<file path="config.mk">
export PLATFORM = sky130hd
export DESIGN_NAME = word_xor_fmix64_hash
export DESIGN_NICKNAME = d
export VERILOG_FILES = /design/src/rtl/wxh_pkg.sv /design/src/rtl/wxh_mul_unit.sv /design/src/rtl/wxh_mixer.sv /design/src/rtl/word_xor_fmix64_hash.sv
export SDC_FILE = /design/constraint.sdc
export NUM_CORES = 2
export LEC_CHECK = 0
export ABC_AREA = 1
export BUFFER_PORTS_ARGS = -buffer_cell sky130_fd_sc_hd__buf_2
export CAP_MARGIN = 10
export CORE_UTILIZATION = 55
export DETAILED_ROUTE_END_ITERATION = 6
export HOLD_SLACK_MARGIN = 0.05
export PLACE_DENSITY_LB_ADDON = 0.25
export SYNTH_ARGS = -nofsm -noshare
export SYNTH_HDL_FRONTEND = slang
export SYNTH_SLANG_ARGS = --single-unit
</file>
<file path="constraint.sdc">
create_clock -name clock -period 19.5 [get_ports clock]
set_input_delay 0 -clock clock [delete_from_list [all_inputs] [get_ports clock]]
set_output_delay 0 -clock clock [all_outputs]
set_load 0.02 [all_outputs]
</file>
<file path="src/rtl/wxh_pkg.sv">
// Shared types, constants and helpers for the word xor fmix64 hash block.
`default_nettype none
package wxh_pkg;

   localparam int WordWidth  = 64;
   localparam int HalfWidth  = 32;
   localparam int CountWidth = 4;
   localparam int NumBytes   = 8;
   localparam int MixShift   = 33;

   localparam logic [WordWidth-1:0] SEED_RESET = 64'h5555_AAAA_5555_AAAA;
   localparam logic [WordWidth-1:0] MIX_MUL_A  = 64'hff51_afd7_ed55_8ccd;
   localparam logic [WordWidth-1:0] MIX_MUL_B  = 64'hc4ce_b9fe_1a85_ec53;

   // Mixer sequencer states: one pass of MUL0..MUL3 per 64-bit multiply.
   typedef enum logic [2:0] {
      MX_IDLE,
      MX_MUL0,
      MX_MUL1,
      MX_MUL2,
      MX_MUL3,
      MX_DONE
   } mix_state_type;

   typedef struct packed {
      logic start;
      logic ack;
   } mix_ctrl_type;

   typedef struct packed {
      logic busy;
      logic done;
   } mix_status_type;

   // Keep the low byte_count bytes; counts of eight and above keep the whole word.
   function automatic logic [WordWidth-1:0] mask_bytes(
      input logic [WordWidth-1:0]  w,
      input logic [CountWidth-1:0] count
   );
      logic [WordWidth-1:0] m;
      m = '0;
      for (int i = 0; i < NumBytes; i++) begin
         if (count > CountWidth'(i)) begin
            m[i*8 +: 8] = w[i*8 +: 8];
         end
      end
      return m;
   endfunction

   function automatic logic [WordWidth-1:0] xorshift(input logic [WordWidth-1:0] v);
      return v ^ (v >> MixShift);
   endfunction

endpackage
`default_nettype wire

</file>
<file path="src/rtl/wxh_mul_unit.sv">
// Shared 32x32 multiplier with a registered 64-bit product.
`default_nettype none
module wxh_mul_unit (
   input  wire logic                              clock,
   input  wire logic [wxh_pkg::HalfWidth-1:0]     mul_a,
   input  wire logic [wxh_pkg::HalfWidth-1:0]     mul_b,
   output logic      [wxh_pkg::WordWidth-1:0]     prod_ff
);

   logic [wxh_pkg::WordWidth-1:0] prod_in;

   assign prod_in = wxh_pkg::WordWidth'(mul_a) * wxh_pkg::WordWidth'(mul_b);

   always_ff @(posedge clock) begin
      prod_ff <= prod_in;
   end

endmodule
`default_nettype wire

</file>
<file path="src/rtl/wxh_mixer.sv">
// Iterative fmix64 engine: xor-shift and two 64-bit multiplies built from
// three 32x32 partial products each on one shared multiplier.
`default_nettype none
module wxh_mixer (
   input  wire logic                           clock,
   input  wire logic                           reset,
   input  wire wxh_pkg::mix_ctrl_type          ctrl,
   input  wire logic [wxh_pkg::WordWidth-1:0]  din,
   output wxh_pkg::mix_status_type             status,
   output logic      [wxh_pkg::WordWidth-1:0]  dout
);

   wxh_pkg::mix_state_type state_ff, state_in;
   logic                          pass_ff, pass_in;
   logic [wxh_pkg::WordWidth-1:0] v_ff, v_in;
   logic [wxh_pkg::WordWidth-1:0] sum_ff, sum_in;
   logic [wxh_pkg::WordWidth-1:0] k;
   logic [wxh_pkg::WordWidth-1:0] prod_hi_sh;
   logic [wxh_pkg::WordWidth-1:0] sum_final;
   logic [wxh_pkg::HalfWidth-1:0] mul_a, mul_b;
   logic [wxh_pkg::WordWidth-1:0] prod_ff;

   wxh_mul_unit u_mul (
      .clock   (clock),
      .mul_a   (mul_a),
      .mul_b   (mul_b),
      .prod_ff (prod_ff)
   );

   assign k          = pass_ff ? wxh_pkg::MIX_MUL_B : wxh_pkg::MIX_MUL_A;
   // cross products only reach the upper half of the truncated result
   assign prod_hi_sh = {prod_ff[wxh_pkg::HalfWidth-1:0], {wxh_pkg::HalfWidth{1'b0}}};
   assign sum_final  = sum_ff + prod_hi_sh;
   assign dout       = v_ff;

   always_ff @(posedge clock) begin
      if (reset) begin
         state_ff <= wxh_pkg::MX_IDLE;
         pass_ff  <= 1'b0;
      end else begin
         state_ff <= state_in;
         pass_ff  <= pass_in;
      end
   end

   always_ff @(posedge clock) begin
      v_ff   <= v_in;
      sum_ff <= sum_in;
   end

   always_comb begin
      state_in    = state_ff;
      pass_in     = pass_ff;
      v_in        = v_ff;
      sum_in      = sum_ff;
      mul_a       = v_ff[wxh_pkg::HalfWidth-1:0];
      mul_b       = k[wxh_pkg::HalfWidth-1:0];
      status.busy = (state_ff != wxh_pkg::MX_IDLE);
      status.done = 1'b0;
      case (state_ff)
         wxh_pkg::MX_IDLE: begin
            if (ctrl.start) begin
               v_in     = wxh_pkg::xorshift(din);
               pass_in  = 1'b0;
               state_in = wxh_pkg::MX_MUL0;
            end
         end
         wxh_pkg::MX_MUL0: begin
            state_in = wxh_pkg::MX_MUL1;
         end
         wxh_pkg::MX_MUL1: begin
            mul_b    = k[wxh_pkg::WordWidth-1:wxh_pkg::HalfWidth];
            sum_in   = prod_ff;
            state_in = wxh_pkg::MX_MUL2;
         end
         wxh_pkg::MX_MUL2: begin
            mul_a    = v_ff[wxh_pkg::WordWidth-1:wxh_pkg::HalfWidth];
            sum_in   = sum_final;
            state_in = wxh_pkg::MX_MUL3;
         end
         wxh_pkg::MX_MUL3: begin
            v_in = wxh_pkg::xorshift(sum_final);
            if (pass_ff) begin
               state_in = wxh_pkg::MX_DONE;
            end else begin
               pass_in  = 1'b1;
               state_in = wxh_pkg::MX_MUL0;
            end
         end
         wxh_pkg::MX_DONE: begin
            status.done = 1'b1;
            if (ctrl.ack) begin
               state_in = wxh_pkg::MX_IDLE;
            end
         end
         default: begin
            state_in = wxh_pkg::MX_IDLE;
         end
      endcase
   end

endmodule
`default_nettype wire

</file>
<file path="src/rtl/word_xor_fmix64_hash.sv">
// Word xor fmix64 hash: after acceptance a word runs two multiply passes of MUL0..MUL3
// (six 32x32 products on the shared multiplier) and commits from DONE; a new request is
// taken only once the mixer is back in IDLE. One word in flight.
// A last word's hash is loaded into the output register at commit and may wait there
// while the next words are hashed.
// Synchronous reset: seed and accumulator return to 0x5555AAAA5555AAAA.
`default_nettype none
module word_xor_fmix64_hash (
   input  wire logic                            clock,
   input  wire logic                            reset,
   input  wire logic                            req_valid,
   output logic                                 req_ready,
   input  wire logic [wxh_pkg::WordWidth-1:0]   req_word,
   input  wire logic [wxh_pkg::CountWidth-1:0]  req_byte_count,
   input  wire logic                            req_last,
   output logic                                 rsp_valid,
   input  wire logic                            rsp_ready,
   output logic      [wxh_pkg::WordWidth-1:0]   rsp_hash,
   input  wire logic                            csr_wr_en,
   input  wire logic [wxh_pkg::WordWidth-1:0]   csr_wr_data
);

   wxh_pkg::mix_ctrl_type         mix_ctrl;
   wxh_pkg::mix_status_type       mix_status;
   logic [wxh_pkg::WordWidth-1:0] mix_out;
   logic [wxh_pkg::WordWidth-1:0] seed_ff, seed_in;
   logic [wxh_pkg::WordWidth-1:0] acc_ff, acc_in;
   logic [wxh_pkg::WordWidth-1:0] hash_ff, hash_in;
   logic [wxh_pkg::WordWidth-1:0] acc_next;
   logic                          last_ff, last_in;
   logic                          rsp_valid_ff, rsp_valid_in;
   logic                          accept;

   assign req_ready      = !mix_status.busy;
   assign accept         = req_valid && req_ready;
   assign mix_ctrl.start = accept;
   // a last word commits only once the output register is free
   assign mix_ctrl.ack   = mix_status.done && (!last_ff || !rsp_valid_ff || rsp_ready);
   assign acc_next       = acc_ff ^ mix_out;
   assign rsp_valid      = rsp_valid_ff;
   assign rsp_hash       = hash_ff;

   wxh_mixer u_mixer (
      .clock  (clock),
      .reset  (reset),
      .ctrl   (mix_ctrl),
      .din    (wxh_pkg::mask_bytes(req_word, req_byte_count)),
      .status (mix_status),
      .dout   (mix_out)
   );

   always_ff @(posedge clock) begin
      if (reset) begin
         seed_ff      <= wxh_pkg::SEED_RESET;
         acc_ff       <= wxh_pkg::SEED_RESET;
         rsp_valid_ff <= 1'b0;
      end else begin
         seed_ff      <= seed_in;
         acc_ff       <= acc_in;
         rsp_valid_ff <= rsp_valid_in;
      end
   end

   always_ff @(posedge clock) begin
      hash_ff <= hash_in;
      last_ff <= last_in;
   end

   always_comb begin
      seed_in      = seed_ff;
      acc_in       = acc_ff;
      hash_in      = hash_ff;
      last_in      = last_ff;
      rsp_valid_in = rsp_valid_ff && !rsp_ready;
      if (accept) begin
         last_in = req_last;
      end
      if (mix_ctrl.ack) begin
         if (last_ff) begin
            hash_in      = acc_next;
            rsp_valid_in = 1'b1;
            acc_in       = seed_ff;
         end else begin
            acc_in = acc_next;
         end
      end
      // seed write drops the accumulated string; a word still in the mixer folds in later
      if (csr_wr_en) begin
         seed_in = csr_wr_data;
         acc_in  = csr_wr_data;
      end
   end

endmodule
`default_nettype wire

</file>
---- Yosys cells after proc, flatten, opt, wreduce, memory -nomap -nowiden ----
Index checks and enable logic that the tools add are counted.
storage, ports and cells
  output and inout bits ................... 66
  input bits .............................. 138
  logic and storage cells ................. 73
  register bits after elaboration ......... 390
cells by class
  $add $sub $neg .......................... 1
  $lt $le $gt $ge ......................... 8
  bitwise operators ....................... 3
  reductions and logical operators ........ 17
  equality and inequality tests ........... 7
  multiply operators ...................... 1
  muxes and demuxes ....................... 26
operators with widths
  operator              count
  $mux W64              4
  $pmux W64 S2          2
  $xor A64 B31 Y64      2
  $add A64 B64 Y64      1
  $mul A32 B32 Y64      1
  $mux W32              2
  $mux W8               8
  $xor A64 B64 Y64      1
  $mux W62              1
  $pmux W3 S6           1
  $gt A4 B3 Y1 const B  4
  $mux W3               3
  $gt A4 B1 Y1 const B  2
  $gt A4 B2 Y1 const B  2
  $eq A3 B2 Y1 const B  2
  $eq A3 B3 Y1 const B  2
  $reduce_and A2 Y1     3
  $reduce_bool A2 Y1    3
  $logic_not A1 Y1      4
  $mux W1               4
  $ne A2 B2 Y1 const B  2
  $eq A3 B1 Y1 const B  1
  $logic_and A1 B1 Y1   3
  $logic_not A3 Y1      1
  3 further kinds       4

---- Longest topological paths before layout ----
  depth after elaboration ................. 6
  gate-level depth with buffers ........... 40
  depth with buffers taken out ............ 39

---- By module ----
A second synthesis with hierarchy kept.
second synthesis, totals
  cell total of the unflattened synthesis .. 7651
  area total of the unflattened synthesis .. 56296.5 um^2
modules (own cells, without submodules)
  module                seq. area each (um^2)  times used  cells an instance  area an instance (um^2)
  wxh_mul_unit          1281.2                 1           5021               37430.9
  word_xor_fmix64_hash  4534.3                 1           1405               9758.1
  wxh_mixer             3923.8                 1           1225               9107.5

---- Least setup slack after synthesis ----
No wires, ideal clock.
  path kind ............................... flip-flop to flip-flop
  start ................................... register u_mixer.state_ff[2]
  end ..................................... register u_mixer.u_mul.prod_ff[62] (netlist bit)
  arrival ................................. 7.983 ns
  library setup time ...................... 0.112 ns
  period minus slack after synthesis ...... 8.095 ns
  required time ........................... 19.388 ns
  stages on the path, launching flop included .. 35
  path buffers ............................ 6
  setup slack ............................. 11.405 ns
  cell sequence ........................... dfxtp_1 buf_4 nor3_1 clkbuf_1 clkbuf_1 ha_1 inv_1 buf_2 clkbuf_1 clkbuf_1 nor2_1 inv_1 fa_1 inv_1 fa_1 fa_1 inv_1 fa_1 inv_1 fa_1 fa_1 fa_1 inv_1 fa_1 inv_1 ha_1 nand2_1 nor2_1 inv_1 nor3_1 nand3_1 nand2_1 nand2_1 nand3_1 nand2_1
between the ends
  cells in the longest elaborated chain, start to end .. 3
  elaborated cells between the ends (all ways) .. 5
  those cells by class .................... mul (1); eq/ne (2); mux (2)
ends and longest elaborated chain
  what                                       line                text
  start: declaration                         wxh_mixer.sv:13     wxh_pkg::mix_state_type state_ff, state_in;
  start signal: assignment                   wxh_mixer.sv:38     state_ff <= wxh_pkg::MX_IDLE;
  start signal: assignment                   wxh_mixer.sv:41     state_ff <= state_in;
  $eq A3 B2 Y1                               wxh_mixer.sv:60     case (state_ff)
  $mux W32                                   wxh_mixer.sv:60
  $mul A32 B32 Y64 *                         wxh_mul_unit.sv:12  assign prod_in = wxh_pkg::WordWidth'(mul_a) * wxh_pkg::WordWidth'(mul_b);
  named net u_mixer.u_mul.prod_in (one bit)  wxh_mul_unit.sv:10  logic [wxh_pkg::WordWidth-1:0] prod_in;
  end signal: assignment                     wxh_mul_unit.sv:15  prod_ff <= prod_in;
  end: declaration                           wxh_mul_unit.sv:7   output logic [wxh_pkg::WordWidth-1:0] prod_ff
Mark *: on every way through the listed nets, which the timed path passes. The rest lies on a longest branch.
A chain may end at the register's enable or synchronous reset.

---- Worst setup path after layout ----
Ends and elaborated chain as after synthesis.

==> metrics <==
RSZ-0062 raised after global routing no; placed instance count 7242; Post-synth EDFFs 193; post-synthesis sequential area ratio 19.6%; Max Cap Viol 0; crit path DAT 10.58 ns; total I/O pin count 204; die span in x 303 um; worst hold start req_byte_count[3]; Setup TNS 0 ns; Hold Path Sink u_mixer.dout[62]; failing checks design-rule violations; Tightest Pin Transition roughly 1.1 ns; Inserted Clock Buffers 38; Worst Path Max Fanout 42; initial core utilization a little under three fifths; Resize count post-CTS 0; drt first pass iters 7; wire length per cell roughly 24 um; global-route wire length before repair roughly 260000 um; CP max-delay cell o21ai_2; post-place setup slack 9.64 ns; Area growth syn-to-layout 10.5%; CP max stage delay 0.79 ns; DR vias 42054; Async SR Flop Fraction 0%; Tmin final 10.14 ns; CORE AREA slightly below 0.09 mm^2; CP Class reg2reg; worst path required time approximately 20 ns; Slew Limit Fails 0; reg2reg start u_mixer.state_ff[2]; status finished, violations left; Post-Synthesis Cells 5983; layout cell share with drive strength beyond 1 6.77%; CP startpoint kind flip-flop; most common cell after layout, fill and taps aside inv_1; Crit. End Element flip-flop; die area just over 0.09 mm^2; Crit path top cell by count fa_1; initial detailed-routing violation count 4920; Final Hold Viols 0; PortBufs approximately 200; worst skew pair latency about 0.56 ns; CTS clk-pin slew, worst paths 0.07 ns; aggregate global routing overflow 0; Reg2Reg Depth 31; Post-CTS Repair Setup Buffers 0; Clock Path Buffers 3; fin crit share 52.0%; clock sink count between 300 and 400; cts hold-fix bufs 174; worst reg2reg endpoint u_mixer.u_mul.prod_ff[62]; Hold Crit Depth 5; final hold slack between 0.09 and 0.1 ns; Setup Viol. Count Final 0; commonest cells after routing, fill and taps aside inv_1 (1396), nand2_1 (1075), fa_1 (773), nor2_1 (554), ha_1 (388); Netlist cell types 52; Yosys warning count 0; Die H 303 um; DP HPWL around 150000 um; R2R Setup Slk 9.36 ns; DR DRC count 3; RD Place Congestion 1.09; worst hold path class in2reg; final wirelength 179000 um; clk_skew 0.0225 ns; synthesis-stage register bit count between 300 and 400; syn nets 7285; largest net degree at the start of global routing 99; vias in the first global route 41597; Root Buffer clkbuf_16; antenna violations before repair 4; CTS H-tree lvls 2; vias per std cell 5.61; GRT Total Usage 39.7%; Final Worst Setup Slack 9.36 ns; Final #Nets 7594; row count 109; CTS tree done; antenna-violating nets left 0; Filler Cell Count between 7000 and 8000; Post-Synthesis Cell Area 0.0497 mm^2; Post-Layout Cell Count 7491; relative slew slack 24.3%; Main synth FF type dfxtp_1; Max Freq slightly below 0.1 GHz; Avg Inst Size Synth 8.30 um^2
-- through the flow --
step	cell area, um^2	utilization [%]
2_1_floorplan	49700	-
3_3_place_gp	51900	58.3
3_5_place_dp	51900	58.3
4_1_cts	54900	61.7
5_1_grt	54900	61.8
6_report	54900	61.8
-- metal layers --
metal / up-vias / track usage (%) / wire (um)
met5: - / 0 / 13
met4: 2 / 19.6 / 10900
met3: 528 / 8.37 / 19600
met2: 2465 / 58.9 / 76900
met1: 20328 / 55.2 / 71200
li1: 18731 / - / -
-- layout make-up --
cell class                      instances  area (um^2)  share of cell area, %
Multi-Input combinational cell       4007        33900                   61.7
Tap cell                             1165         1460                   2.65
Sequential cell                       390         9740                   17.7
Clock inverter                         17          201                  0.367
Clock buffer                           53         1090                   1.98
Antenna cell                            4         10.0                 0.0182
Inverter                             1426         5360                   9.75
Timing Repair Buffer                  429         3150                   5.74
-- critical path, delay by kind of cell, from the launching register on --
kind	cells	cell delay, ns
buffers and inverters	8	1.55
adder cells (fa/ha/maj)	9	4.28
AND/OR/NAND/NOR	10	2.34
flip-flops	1	0.51
AO/OA/AOI/OAI	4	1.24
-- cell usage after synthesis, types with 8 or more instances --
| cell | n | area [um^2] |
|---|---|---|
| nor2_2 | 20 | 125 |
| o21ai_0 | 264 | 1320 |
| clkbuf_1 | 109 | 409 |
| nand2_1 | 1075 | 4040 |
| o21ai_1 | 14 | 70.1 |
| or2_2 | 22 | 138 |
| o22ai_1 | 8 | 50.1 |
| o21bai_1 | 49 | 368 |
| dfxtp_1 | 197 | 3940 |
| nand3_1 | 155 | 776 |
| buf_2 | 32 | 160 |
| a21oi_1 | 256 | 1280 |
| nor2_1 | 556 | 2090 |
| xnor2_1 | 39 | 342 |
| edfxtp_1 | 193 | 5800 |
| inv_2 | 19 | 71.3 |
| or2_1 | 10 | 62.6 |
| inv_1 | 1399 | 5250 |
| fa_1 | 773 | 15500 |
| nor3_1 | 81 | 405 |
| a21o_1 | 10 | 75.1 |
| xor2_1 | 166 | 1450 |
| ha_1 | 391 | 4890 |
| o21ai_2 | 22 | 193 |
| nand4_1 | 13 | 81.3 |
| nand3b_1 | 8 | 60.1 |
| o211ai_1 | 32 | 240 |
-- flip-flops by register name, summed over array words and instances (netlist names) --
signal	flops
u_mixer.sum_ff	64
u_mixer.dout	64
u_mixer.u_mul.prod_ff	64
u_mixer.state_ff	3
seed_ff	64
u_mixer.pass_ff	1
rsp_hash	64
rsp_valid	1
acc_ff	64
last_ff	1
-- worst max path at each step --
| stage | from | slack [ns] | end | cells past startpoint |
|---|---|---|---|---|
| floorplan | u_mixer.state_ff[2] | 11.40 | u_mixer.u_mul.prod_ff[62] | 34 |
| global placement | u_mixer.state_ff[0] | 8.79 | u_mixer.u_mul.prod_ff[51] | 29 |
| detailed placement | u_mixer.state_ff[2] | 9.64 | u_mixer.u_mul.prod_ff[62] | 31 |
| CTS | u_mixer.state_ff[2] | 9.60 | u_mixer.u_mul.prod_ff[62] | 34 |
| global route | u_mixer.state_ff[0] | 9.02 | u_mixer.u_mul.prod_ff[62] | 34 |
| finish | u_mixer.state_ff[2] | 9.36 | u_mixer.u_mul.prod_ff[62] | 31 |
-- kinds of logic after synthesis --
family	after synthesis	share of synthesized area, %
buffers and inverters	1586	12.2
AOI/OAI and AO/OA	679	7.63
DFF	390	19.6
other	1	0.00755
adders and majority gates	1164	41.0
xor gates and xnor gates	206	3.65
and+or+nand+nor	1957	15.9
Power is not shown: default switching activity piles up to over one toggle a cycle in this logic, so the estimate is an artifact.
